`src/bdll_pkg.sv`:
```
// ----------------------------------------------------------------------------
// bdll_pkg
// shared types and codes for the bounded doubly linked list
// ----------------------------------------------------------------------------
package bdll_pkg;

  localparam int DEF_CAPACITY = 16;
  localparam int QDEPTH = 2;

  typedef enum logic [3:0] {
    ACT_PUSH_FRONT = 4'd0,
    ACT_PUSH_BACK  = 4'd1,
    ACT_INSERT_AT  = 4'd2,
    ACT_POP_FRONT  = 4'd3,
    ACT_POP_BACK   = 4'd4,
    ACT_REMOVE_AT  = 4'd5,
    ACT_FIND       = 4'd6,
    ACT_CLEAR      = 4'd7,
    ACT_REVERSE    = 4'd8,
    ACT_LIST_ALL   = 4'd9
  } action_t;

  typedef enum logic [2:0] {
    ST_OK        = 3'd0,
    ST_EMPTY     = 3'd1,
    ST_POS_SMALL = 3'd2,
    ST_POS_RANGE = 3'd3,
    ST_APPENDED  = 3'd4,
    ST_NOT_FOUND = 3'd5,
    ST_FULL      = 3'd6
  } status_t;

  // operation codes the back end executes
  typedef enum logic [3:0] {
    OP_REPLY,      // single result, no change
    OP_LINK_FRONT,
    OP_LINK_BACK,
    OP_LINK_AT,    // walk to position then link before it
    OP_POP_FRONT,
    OP_POP_BACK,
    OP_REMOVE_AT,
    OP_FIND,
    OP_CLEAR,
    OP_REVERSE,
    OP_LIST
  } op_t;

  typedef struct packed {
    op_t         op;
    status_t     status;
    logic [31:0] value;
    logic [7:0]  position;
  } cmd_t;

  typedef enum logic [3:0] {
    S_IDLE,
    S_WALK,
    S_LINK,
    S_UNLINK,
    S_SCAN,
    S_REV,
    S_CLEAR,
    S_EMIT
  } bstate_t;

endpackage

```
`src/bounded_doubly_linked_list_top.sv`:
```
// ----------------------------------------------------------------------------
// bounded_doubly_linked_list_top
// bounded doubly linked list of signed 32-bit values
// ----------------------------------------------------------------------------
// One request is handled at a time: a request is taken only when the back end
// is idle and its last result has been taken. Insert at and remove at walk the
// links one entry per cycle to the position, list all, find and reverse step
// through the values, and clear sweeps all CAPACITY link entries. A receiver
// that holds off a result also holds off the next request.
module bounded_doubly_linked_list_top #(
  parameter int CAPACITY = bdll_pkg::DEF_CAPACITY
) (
  input  logic        clk,
  input  logic        rst,
  input  logic        in_valid,
  output logic        in_ready,
  input  logic [3:0]  action,
  input  logic [31:0] value,
  input  logic [7:0]  position,
  output logic        out_valid,
  input  logic        out_ready,
  output logic [2:0]  status,
  output logic [31:0] item_value,
  output logic [6:0]  found_position,
  output logic [6:0]  entry_count,
  output logic        is_empty,
  output logic        last
);
  import bdll_pkg::*;

  localparam int CW = $clog2(CAPACITY + 1);

  // request queue between classifier and executor
  cmd_t          cmd;
  logic          cmd_valid, cmd_ready, back_idle;
  logic [CW-1:0] held_count;

  bdll_front #(.CAPACITY(CAPACITY), .CW(CW)) u_front (
    .clk, .rst, .in_valid, .in_ready, .action, .value, .position,
    .held_count, .back_idle, .cmd_valid, .cmd_ready, .cmd
  );

  bdll_back #(.CAPACITY(CAPACITY), .CW(CW)) u_back (
    .clk, .rst, .cmd_valid, .cmd_ready, .cmd, .held_count, .idle(back_idle),
    .out_valid, .out_ready, .status, .item_value, .found_position,
    .entry_count, .is_empty, .last
  );

  // count never exceeds capacity
  a_cnt: assert property (@(posedge clk) disable iff (rst)
    held_count <= CW'(CAPACITY)) else $error("count overflow");
  // empty flag tracks count
  a_emp: assert property (@(posedge clk) disable iff (rst)
    out_valid |-> (is_empty == (entry_count == 7'd0))) else $error("empty flag");
  // no request accepted while a result is pending
  a_one: assert property (@(posedge clk) disable iff (rst)
    (in_valid && in_ready) |-> !out_valid) else $error("overlap");
endmodule

```
`src/bdll_front.sv`:
```
// ----------------------------------------------------------------------------
// bdll_front
// accepts requests, classifies them against the count and queues commands
// ----------------------------------------------------------------------------
module bdll_front #(
  parameter int CAPACITY = bdll_pkg::DEF_CAPACITY,
  parameter int CW = $clog2(CAPACITY + 1)
) (
  input  logic             clk,
  input  logic             rst,
  input  logic             in_valid,
  output logic             in_ready,
  input  logic [3:0]       action,
  input  logic [31:0]      value,
  input  logic [7:0]       position,
  input  logic [CW-1:0]    held_count,
  input  logic             back_idle,
  output logic             cmd_valid,
  input  logic             cmd_ready,
  output bdll_pkg::cmd_t   cmd
);
  import bdll_pkg::*;

  // one request at a time: the count used for classification must be settled
  logic  busy;
  cmd_t  q [QDEPTH];
  logic [1:0] q_cnt;
  logic  q_wr;
  cmd_t  c;
  logic  full_l, empty_l;
  logic [8:0] cnt9;

  assign in_ready  = !busy && (q_cnt == 2'd0) && back_idle;
  assign q_wr      = in_valid && in_ready;
  assign cmd_valid = (q_cnt != 2'd0);
  assign cmd       = q[0];
  assign cnt9      = 9'(held_count);
  assign full_l    = (cnt9 >= 9'(CAPACITY));
  assign empty_l   = (held_count == '0);

  always_comb begin
    c.value    = value;
    c.position = position;
    c.status   = ST_OK;
    c.op       = OP_REPLY;
    unique case (action)
      ACT_PUSH_FRONT, ACT_PUSH_BACK: begin
        if (full_l) c.status = ST_FULL;
        else c.op = (action == ACT_PUSH_FRONT) ? OP_LINK_FRONT : OP_LINK_BACK;
      end
      ACT_INSERT_AT: begin
        if (position == 8'd0) c.status = ST_POS_SMALL;
        else if (full_l) c.status = ST_FULL;
        else if ({1'b0, position} > cnt9) begin
          c.op = OP_LINK_BACK; c.status = ST_APPENDED;
        end else if (position == 8'd1) c.op = OP_LINK_FRONT;
        else c.op = OP_LINK_AT;
      end
      ACT_POP_FRONT, ACT_POP_BACK, ACT_REMOVE_AT, ACT_FIND, ACT_CLEAR,
      ACT_REVERSE, ACT_LIST_ALL: begin
        if (empty_l) c.status = ST_EMPTY;
        else begin
          unique case (action)
            ACT_POP_FRONT: c.op = OP_POP_FRONT;
            ACT_POP_BACK:  c.op = OP_POP_BACK;
            ACT_REMOVE_AT: begin
              if (position == 8'd0 || {1'b0, position} > cnt9) c.status = ST_POS_RANGE;
              else c.op = OP_REMOVE_AT;
            end
            ACT_FIND:    c.op = OP_FIND;
            ACT_CLEAR:   c.op = OP_CLEAR;
            ACT_REVERSE: c.op = OP_REVERSE;
            default:     c.op = OP_LIST;
          endcase
        end
      end
      default: c.op = OP_REPLY;
    endcase
  end

  always_ff @(posedge clk) begin
    if (rst) begin
      q_cnt <= 2'd0;
      busy  <= 1'b0;
    end else begin
      if (q_wr) begin
        q[0]  <= c;
        q_cnt <= 2'd1;
        busy  <= 1'b1;
      end else if (cmd_valid && cmd_ready) begin
        q_cnt <= 2'd0;
      end
      if (busy && q_cnt == 2'd0 && !q_wr) busy <= 1'b0;
    end
  end
endmodule

```
`src/bdll_back.sv`:
```
// ----------------------------------------------------------------------------
// bdll_back
// executes list commands over the link stores and emits results
// ----------------------------------------------------------------------------
module bdll_back #(
  parameter int CAPACITY = bdll_pkg::DEF_CAPACITY,
  parameter int CW = $clog2(CAPACITY + 1)
) (
  input  logic                clk,
  input  logic                rst,
  input  logic                cmd_valid,
  output logic                cmd_ready,
  input  bdll_pkg::cmd_t      cmd,
  output logic [CW-1:0]       held_count,
  output logic                idle,
  output logic                out_valid,
  input  logic                out_ready,
  output logic [2:0]          status,
  output logic [31:0]         item_value,
  output logic [6:0]          found_position,
  output logic [6:0]          entry_count,
  output logic                is_empty,
  output logic                last
);
  import bdll_pkg::*;

  localparam int IW = $clog2(CAPACITY + 1);
  localparam logic [IW-1:0] NIL = IW'(CAPACITY);

  logic [31:0]   vals  [CAPACITY];
  logic [IW-1:0] nxt   [CAPACITY];
  logic [IW-1:0] prv   [CAPACITY];
  logic [IW-1:0] head, tail, free_h;
  bstate_t       state, state_next;
  cmd_t          cur;
  logic [IW-1:0] e;          // walking entry
  logic [7:0]    pos;        // walk position, 1-based
  logic          any_hit;
  logic [6:0]    hit_pos;    // latest find hit, held back until the next one or the end
  logic [IW-1:0] clr_i;

  logic [$clog2(CAPACITY)-1:0] ei, pi, ni, fi;
  logic [IW-1:0] pe, ne;
  assign ei = e[$clog2(CAPACITY)-1:0];
  assign fi = free_h[$clog2(CAPACITY)-1:0];
  assign pe = prv[ei];
  assign ne = nxt[ei];
  assign pi = pe[$clog2(CAPACITY)-1:0];
  assign ni = ne[$clog2(CAPACITY)-1:0];

  assign idle      = (state == S_IDLE) && !out_valid;
  assign cmd_ready = (state == S_IDLE) && !out_valid;
  assign entry_count = 7'(held_count);
  assign is_empty    = (held_count == '0);

  logic out_free;
  assign out_free = !out_valid || out_ready;

  logic hit, scan_end, out_load;
  assign hit      = (vals[ei] == cur.value);
  assign scan_end = (ne == NIL);
  assign out_load = out_free &&
                    (((state == S_SCAN) && ((cur.op == OP_LIST) || (hit && any_hit))) ||
                     (state == S_EMIT));

  always_comb begin
    state_next = state;
    unique case (state)
      S_IDLE: if (cmd_valid && cmd_ready) begin
        unique case (cmd.op)
          OP_LINK_FRONT, OP_LINK_BACK: state_next = S_LINK;
          OP_LINK_AT, OP_REMOVE_AT: state_next = S_WALK;
          OP_POP_FRONT, OP_POP_BACK: state_next = S_UNLINK;
          OP_FIND, OP_LIST: state_next = S_SCAN;
          OP_REVERSE: state_next = S_REV;
          OP_CLEAR: state_next = S_CLEAR;
          default: state_next = S_EMIT;
        endcase
      end
      S_WALK: if (pos == cur.position)
        state_next = (cur.op == OP_LINK_AT) ? S_LINK : S_UNLINK;
      S_LINK, S_UNLINK: state_next = S_EMIT;
      S_SCAN: if (out_free && scan_end)
        state_next = (cur.op == OP_FIND) ? S_EMIT : S_IDLE;
      S_REV: if (ne == NIL) state_next = S_EMIT;
      S_CLEAR: if (clr_i == IW'(CAPACITY - 1)) state_next = S_EMIT;
      S_EMIT: if (out_free) state_next = S_IDLE;
      default: state_next = S_IDLE;
    endcase
  end

  always_ff @(posedge clk) begin
    if (rst) begin
      state <= S_IDLE;
      out_valid <= 1'b0;
      head <= NIL; tail <= NIL; free_h <= '0; held_count <= '0;
      for (int i = 0; i < CAPACITY; i++) begin
        nxt[i] <= IW'(i + 1);
        prv[i] <= NIL;
      end
    end else begin
      state <= state_next;
      if (out_load) out_valid <= 1'b1;
      else if (out_ready) out_valid <= 1'b0;
      unique case (state)
        S_IDLE: if (cmd_valid && cmd_ready) begin
          cur <= cmd; pos <= 8'd1; any_hit <= 1'b0; hit_pos <= '0; clr_i <= '0;
          unique case (cmd.op)
            OP_POP_BACK: e <= tail;
            default:     e <= head;
          endcase
        end
        S_WALK: if (pos != cur.position) begin
          e <= ne; pos <= pos + 8'd1;
        end
        S_LINK: begin
          vals[fi] <= cur.value;
          free_h <= nxt[fi];
          held_count <= held_count + 1'b1;
          unique case (cur.op)
            OP_LINK_FRONT: begin
              prv[fi] <= NIL; nxt[fi] <= head;
              if (head == NIL) tail <= free_h;
              else prv[head[$clog2(CAPACITY)-1:0]] <= free_h;
              head <= free_h;
            end
            OP_LINK_BACK: begin
              nxt[fi] <= NIL; prv[fi] <= tail;
              if (tail == NIL) head <= free_h;
              else nxt[tail[$clog2(CAPACITY)-1:0]] <= free_h;
              tail <= free_h;
            end
            default: begin  // before e, which is not the head
              prv[fi] <= pe; nxt[fi] <= e;
              nxt[pi] <= free_h; prv[ei] <= free_h;
            end
          endcase
        end
        S_UNLINK: begin
          if (pe == NIL) head <= ne; else nxt[pi] <= ne;
          if (ne == NIL) tail <= pe; else prv[ni] <= pe;
          nxt[ei] <= free_h; prv[ei] <= NIL; free_h <= e;
          held_count <= held_count - 1'b1;
        end
        S_SCAN: if (out_free) begin
          if (cur.op == OP_LIST) begin
            status <= ST_OK; item_value <= vals[ei];
            found_position <= '0; last <= scan_end;
          end else begin
            // a hit goes out once the next hit shows it was not the final one
            if (hit) begin
              if (any_hit) begin
                status <= ST_OK; item_value <= '0;
                found_position <= hit_pos; last <= 1'b0;
              end
              hit_pos <= 7'(pos); any_hit <= 1'b1;
            end
            if (scan_end) cur.status <= (hit || any_hit) ? ST_OK : ST_NOT_FOUND;
          end
          e <= ne; pos <= pos + 8'd1;
        end
        S_REV: begin
          nxt[ei] <= pe; prv[ei] <= ne; e <= ne;
          if (ne == NIL) begin head <= tail; tail <= head; end
        end
        S_CLEAR: begin
          nxt[clr_i[$clog2(CAPACITY)-1:0]] <= clr_i + 1'b1;
          prv[clr_i[$clog2(CAPACITY)-1:0]] <= NIL;
          clr_i <= clr_i + 1'b1;
          if (clr_i == IW'(CAPACITY - 1)) begin
            head <= NIL; tail <= NIL; free_h <= '0; held_count <= '0;
          end
        end
        S_EMIT: if (out_free) begin
          status <= cur.status; item_value <= '0;
          found_position <= hit_pos; last <= 1'b1;
        end
        default: ;
      endcase
    end
  end
endmodule

```
`config.mk`:
```
export PLATFORM = sky130hd
export DESIGN_NAME = bounded_doubly_linked_list_top
export DESIGN_NICKNAME = d
export VERILOG_FILES = /design/src/bdll_pkg.sv /design/src/bounded_doubly_linked_list_top.sv /design/src/bdll_front.sv /design/src/bdll_back.sv
export SDC_FILE = /design/constraint.sdc
export NUM_CORES = 1
export LEC_CHECK = 0
export BUFFER_PORTS_ARGS = -buffer_cell sky130_fd_sc_hd__buf_2
export CORE_ASPECT_RATIO = 0.7
export CORE_MARGIN = 5
export CORE_UTILIZATION = 59
export CTS_BUF_LIST = sky130_fd_sc_hd__clkbuf_4
export CTS_CLUSTER_DIAMETER = 60
export CTS_CLUSTER_SIZE = 8
export DETAILED_ROUTE_END_ITERATION = 8
export GPL_TIMING_DRIVEN = 0
export PLACE_DENSITY = 0.77
export SLEW_MARGIN = 5
export SYNTH_ARGS = -nofsm -noshare
export SYNTH_HDL_FRONTEND = slang
export SYNTH_HIERARCHICAL = 1
export SYNTH_SLANG_ARGS = --single-unit
```
`constraint.sdc`:
```
create_clock -name clk -period 5.84 [get_ports clk]
set_clock_uncertainty 0.05 [all_clocks]
set_input_delay 0.292 -clock clk [delete_from_list [all_inputs] [get_ports clk]]
set_output_delay 0.292 -clock clk [all_outputs]
set_load 0.1 [all_outputs]
```
==> metrics, run 1 <==
root buffer cell clkbuf_4; WL/cell 31.5 um; die area 71200 um2; share of the synthesized area in the top cell type 64.5%; buffers added on ports 97; CTS tree done; sw frac 38.2%; via count 25900; Area growth, synth to finish 11.3%; Syn Area/Cell 15.7 um2; register share of total power 44.0%; Lkg Pwr 0.0145 uW; Worst-Margin Slew 1.36 ns; status complete, no violations; Finish-stage setup viols 0; Top-Level Pins 101; Sw Pwr 6630 uW; Critical Path AT 6.36 ns; Setup crit end kind register; cells on worst reg2reg path 18; Yosys warning count 6; post-DR vias/cell 6.93; Clk pwr share 17.6%; Clock Path Buffers 3; crit path max fanout 12; DRT iter0 DRCs 4045; vias in the first global route 25200; Worst Setup Path Type reg2reg; crit path launch type register; total grt overflow 0; Post-synth EDFFs 835; number of buffers created by CTS 118; final hold violation count 0; library cells used by synthesis 105; setup TNS 0 ns; Cells after Synth 2473; DRC 0; HPWL Detailed 82000 um; slew margin rel. 9.64%; Main synth FF type edfxtp_1; Max H-tree Level 3; Initial Util 59.8%; area leader, netlist edfxtp_1; ys async rst share 0%; Final Max Tran Viols 0; global-route wire length before repair 170000 um; Core Area 65000 um2; RR Endpoint u_back/item_value[23]; Hold EP u_front/q[0][16]; maximum vdd ir drop 0.352 mV; initial antenna violation count 10; ranking of synthesized cells by area edfxtp_1, mux4_2, mux2i_1; Die X 317 um; Die Y-Extent 225 um; WP data required 6.44 ns; final cell count without fillers 3732; Hold Path Stages 2; max cap viols 0; Final min period 5.76 ns; fmax 174 MHz; unrepaired setup endpoints after global routing false; Final GP Congestion 1.01; min-delay src in_valid; Seq/Total Area, Yosys 66.3%; nets 2885; P_int 10800 uW; largest net degree at the start of global routing 50; final antenna-violating net count 0; DRT Pass-1 Iters 7; Final period util 98.6%; fraction of layout cells with a size suffix above 1 21.3%; clock-pin slew on the worst setup and hold paths 0.10 ns; Hold WC Path Type in2reg; clk_lat worst skew 0.98 ns; Routed Wire Length 117000 um; combinational power share 38.4%; Synth Register Bits 869; Tot GR Track Use 33.0%; power per cell area 402 nW/um2; R2R Setup Slk 0.08 ns; dpl cells 3487; synthesized cell area 38900 um2; Cell Rows 78; clk sinks 869
critical path, cell delays in order, from the launching register on:
cell	delay [ns]
dfxtp_1	0.34
buf_2	0.30
buf_4	0.35
buf_2	0.37
buf_2	0.37
buf_2	0.45
buf_2	0.43
mux4_2	0.37
a22oi_1	0.26
nand2_1	0.12
xnor2_1	0.28
nand4_1	0.23
nor4_4	0.27
buf_4	0.21
a21oi_1	0.11
a2111oi_4	0.32
buf_4	0.20
buf_6	0.18
buf_6	0.20
through the flow:
step                utilization, %  area (um2)  setup slack (ns)  power (uW)  hold WS (ns)
floorplan                        -       38900             0.299       11900         0.341
global placement              62.3       40500             -3.10       13900         0.352
detailed placement            63.4       41200             -1.46       14100         0.355
CTS                           66.6       43300            0.0157       17200        0.0129
global route                  66.6       43300            0.0113       18000        0.0671
finish                        66.6       43300            0.0804       17400         0.117
synth_stat cells (14+ instances only):
cell and n:
edfxtp_1 835, nand2_1 243, mux4_2 180, nor2_1 177
mux2i_1 120, clkbuf_1 88, a21oi_1 75, a22oi_1 62
o31ai_1 54, nand3_1 39, xor2_1 37, dfxtp_1 34
nor3_1 31, o21ai_0 31, inv_1 29, buf_2 25
and2_1 22, xnor2_1 22, and3_1 19, nand2b_1 17
nor2b_1 17, a22o_1 14, buf_4 14, ha_1 14
repair_timing:
item	CTS	global route
buffers inserted	5	0
pin swaps	2	0
hold buffers	90	0
hold endpoints to repair	55	0
setup endpoints to repair	54	51
gates resized for setup	11	14
cloned	0	0
worst max-delay path by stage:
| stage | from | endpoint | depth (start not counted) |
|---|---|---|---|
| finish | register | u_back/item_value[23] | 18 |
| detailed placement | register | u_back/item_value[9] | 15 |
| global route | register | u_back/item_value[23] | 18 |
| global placement | register | u_back/item_value[9] | 13 |
| CTS | register | u_back/item_value[23] | 17 |
| floorplan | u_back/state[2] | u_front/q[0][0] | 7 |
area by class of cell:
| type | count | area [um2] |
|---|---|---|
| antenna | 5 | 12.5 |
| tap | 880 | 1100 |
| multi-input combinational | 1429 | 12400 |
| timing repair buffer | 228 | 2020 |
| clock buffer | 139 | 1040 |
| clock inverter | 6 | 43.8 |
| sequential | 869 | 25800 |
| buffer | 145 | 787 |
| fill | 4512 | 21700 |
| inverter | 31 | 116 |
power groups by stage:
| stage | combinational, uW | sequential, uW | clock [uW] |
|---|---|---|---|
| floorplan | 4180 | 7690 | 0 |
| global placement | 6180 | 7760 | 0 |
| detailed placement | 6340 | 7780 | 0 |
| CTS | 6440 | 7640 | 3140 |
| global route | 6900 | 7690 | 3410 |
| finish | 6670 | 7650 | 3070 |
cells in the final DEF, fill, tap and decap left out, drive strengths merged, types with 5 or more instances in the layout:
master / Yosys / layout
edfxtp: 835 / 835
nand2: 243 / 243
clkbuf: 88 / 233
mux4: 189 / 189
buf: 57 / 189
nor2: 177 / 177
mux2i: 122 / 122
dlygate4sd3: 0 / 90
a21oi: 77 / 77
a22oi: 65 / 65
o31ai: 54 / 54
o21ai: 41 / 41
nand3: 40 / 40
xor2: 37 / 37
dfxtp: 34 / 34
inv: 31 / 34
nor3: 32 / 32
and2: 25 / 25
xnor2: 22 / 22
and3: 19 / 19
nand2b: 18 / 18
nor2b: 17 / 17
a221oi: 16 / 16
nor4: 15 / 15
a22o: 14 / 14
ha: 14 / 14
nand4: 14 / 14
o22ai: 13 / 13
o41ai: 12 / 12
a31oi: 10 / 10
o211ai: 10 / 10
a2bb2oi: 10 / 10
or3: 10 / 10
a211oi: 10 / 10
mux2: 9 / 9
a21o: 8 / 8
or2: 8 / 8
a31o: 7 / 7
o221ai: 6 / 6
diode: 0 / 5
cells by family (layout without fill, tap and decap cells):
group | after synthesis | in the layout | share of synthesized area [%]
buffers and inverters | 176 | 549 | 2.26
muxes | 320 | 320 | 14.5
other | 1 | 7 | 0.00965
AOI/OAI and AO/OA | 395 | 395 | 7.56
and+or+nand+nor | 638 | 638 | 7.61
xor gates and xnor gates | 59 | 59 | 1.33
adders and majority gates | 15 | 15 | 0.502
DFF | 869 | 869 | 66.3
routing by layer:
layer  part of all wire (%)  wire length, um  GRT usage (%)
met2                     43            50300           46.8
met3                     16            18400           12.0
met5                  0.092              108              0
met4                    2.4             2860           8.00
met1                     39            45800           49.4
state kept, by name, indices dropped and copies added, names as in the netlist, named ones only:
name                   cells
u_back/any_hit             1
u_back/tail                5
u_back/held_count          5
u_front/busy               1
u_back/hit_pos             7
u_back/nxt                80
u_back/prv                80
u_back/out_valid           1
u_back/vals              512
u_back/found_position      7
u_front/q_cnt              1
u_back/status              3
u_back/free_h              5
u_back/last                1
u_back/state               3
u_back/cur                47
u_back/clr_i               5
u_back/pos                 8
u_back/head                5
u_back/item_value         32
u_front/q                 47
u_back/e                   5
No activity file was read; power rests on OpenSTA's default activity.
==> run 2, diff against run 1 <==
--- a/config.mk
+++ b/config.mk
@@ -6,16 +6,16 @@
 export NUM_CORES = 1
 export LEC_CHECK = 0
 export BUFFER_PORTS_ARGS = -buffer_cell sky130_fd_sc_hd__buf_2
+export CAP_MARGIN = 20
 export CORE_ASPECT_RATIO = 0.7
 export CORE_MARGIN = 5
-export CORE_UTILIZATION = 59
+export CORE_UTILIZATION = 44
 export CTS_BUF_LIST = sky130_fd_sc_hd__clkbuf_4
 export CTS_CLUSTER_DIAMETER = 60
 export CTS_CLUSTER_SIZE = 8
 export DETAILED_ROUTE_END_ITERATION = 8
 export GPL_TIMING_DRIVEN = 0
-export PLACE_DENSITY = 0.77
-export SLEW_MARGIN = 5
+export PLACE_DENSITY = 0.6
 export SYNTH_ARGS = -nofsm -noshare
 export SYNTH_HDL_FRONTEND = slang
 export SYNTH_HIERARCHICAL = 1
==> metrics, run 2 (same netlist as run 1, synthesis figures left out) <==
Cell Rows 91; combinational power share 38.3%; design area 43900 um2; area of the multi-input gates 12400 um2; Initial Util 44.2%; Final Max Tran Viols 0; post-DR vias/cell 6.25; register share of total power 43.4%; power per cell area 401 nW/um2; via count 25300; vias in the first global route 24400; final hold violation count 0; Register Area 25800 um2; Final period util 96.6%; Final Power 17600 uW; biggest regs u_back/vals: 512 flops, u_back/nxt: 80 flops, u_back/prv: 80 flops; Core Area 87900 um2; total grt overflow 0; Largest Register u_back/vals; slew margin rel. 13.7%; Die X 365 um; Finish-stage setup viols 0; CTS tree done; crit path max fanout 10; Worst Setup Path Type reg2reg; filler cell count 7409; Setup crit end kind register; largest net degree at the start of global routing 43; clock-pin slew on the worst setup and hold paths 0.10 ns; fraction of layout cells with a size suffix above 1 22.1%; most frequent cells in the layout edfxtp_1, nand2_1, mux4_2; max reg flops 512; global-route wire length before repair 172000 um; die area 94500 um2; Clk pwr share 18.4%; Tot GR Track Use 25.4%; Die Y-Extent 259 um; nets 2904; Top-Level Pins 101; Hold WC Path Type in2reg; most common cell after layout, fill and taps aside edfxtp_1; Clock Path Buffers 3; initial antenna violation count 7; final antenna-violating net count 0; Lkg Pwr 0.0147 uW; P_int 10900 uW; Final GP Congestion 0.952; Critical Path AT 6.24 ns; fmax 177 MHz; R2R Setup Slk 0.20 ns; Area growth, synth to finish 13.0%; clk_lat worst skew 1.06 ns; Worst-Margin Slew 1.29 ns; number of buffers created by CTS 119; Max H-tree Level 3; WP data required 6.43 ns; clk sinks 869; HPWL Detailed 85700 um; buffers added on ports 97; Routed Wire Length 121000 um; status complete, no violations; unrepaired setup endpoints after global routing false; WL/cell 30.0 um; Final min period 5.64 ns; sw frac 38.1%; post-placement cell area 41600 um2; Sw Pwr 6710 uW; DRC 0; root buffer cell clkbuf_4; max cap viols 0; DRT Pass-1 Iters 6; maximum vdd ir drop 0.352 mV; DRT iter0 DRCs 3279; crit path launch type register
## run 2: cell types whose count changed in the layout (fill, tap and decap cells not counted), sizes merged
cell | before | now
clkinvlp | 1 | 0
clkinv | 2 | 3
clkdlybuf4s18 | 0 | 1
clkbuf | 233 | 241
inv | 34 | 35
diode | 5 | 6
dlygate4sd3 | 90 | 94
buf | 189 | 207
## run 2: timing repair
action,4_1_cts,5_1_grt
hold endpoints to repair,119,0
pin swaps,1,1
cloned,0,0
gates resized for setup,24,1
setup endpoints to repair,54,19
setup buffers,2,4
hold buffers,94,0
## run 2: cell type report
class                           instances  area share, %
Tap cell                             1162           3.31
Inverter                               31          0.265
Clock inverter                          7          0.117
Timing Repair Buffer                  246           5.00
Clock buffer                          152           2.60
Antenna cell                            6         0.0342
Sequential cell                       869           58.6
Buffer                                145           1.82
Multi-Input combinational cell       1429           28.2
## run 2: critical path: stages, from the launching register on
cell and delay [ns]:
dfxtp_1 0.32, buf_2 0.29, buf_2 0.45, nor2b_1 0.18, buf_1 0.66, a22oi_1 0.27, nand2_1 0.49, nor2_1 0.19
a31o_2 0.30, a21oi_2 0.51, a32o_1 0.28, clkbuf_1 0.38, nand2_1 0.45, nand3_1 0.40
## run 2: worst paths after layout
check                                      start                end  cells past startpoint
worst max-delay path                    register  u_back/nxt[14][3]                     13
worst min-delay path                         rst       u_front/busy                      4
worst max register to register          register  u_back/nxt[14][3]                     13
worst min register to register  u_front/q[0][22]     u_back/cur[22]                      0
## run 2: per-layer routing
metal	routed length [um]	global-route usage, %	share of wire [%]	up-vias
met5	51	0	0.042	-
met4	2330	5.48	1.9	8
met3	16600	10.1	14	168
met2	49000	34.2	40	1557
met1	53200	38.9	44	13000
li1	-	-	-	10600
## run 2: per-stage QoR
stage | setup TNS, ns | hold slack (ns) | utilization, % | cells | setup WS [ns]
after floorplan | 0 | 0.341 | - | 2474 | 0.299
after global placement | -381.45 | 0.350 | 46.5 | 3733 | -3.17
after detailed placement | -52.84 | 0.355 | 47.4 | 3777 | -1.30
after CTS | 0 | 0.124 | 49.9 | 4032 | 0.00632
after global routing | 0 | 0.187 | 50.0 | 4046 | 0.0593
final | 0 | 0.250 | 50.0 | 4047 | 0.197
## run 2: power groups by stage
stage / sequential (uW) / combinational [uW] / clock, uW
3_3_place_gp: 7770 / 6380 / 0
4_1_cts: 7640 / 6600 / 3360
6_report: 7640 / 6740 / 3240
3_5_place_dp: 7780 / 6480 / 0
5_1_grt: 7690 / 7060 / 3630
2_1_floorplan: 7690 / 4180 / 0
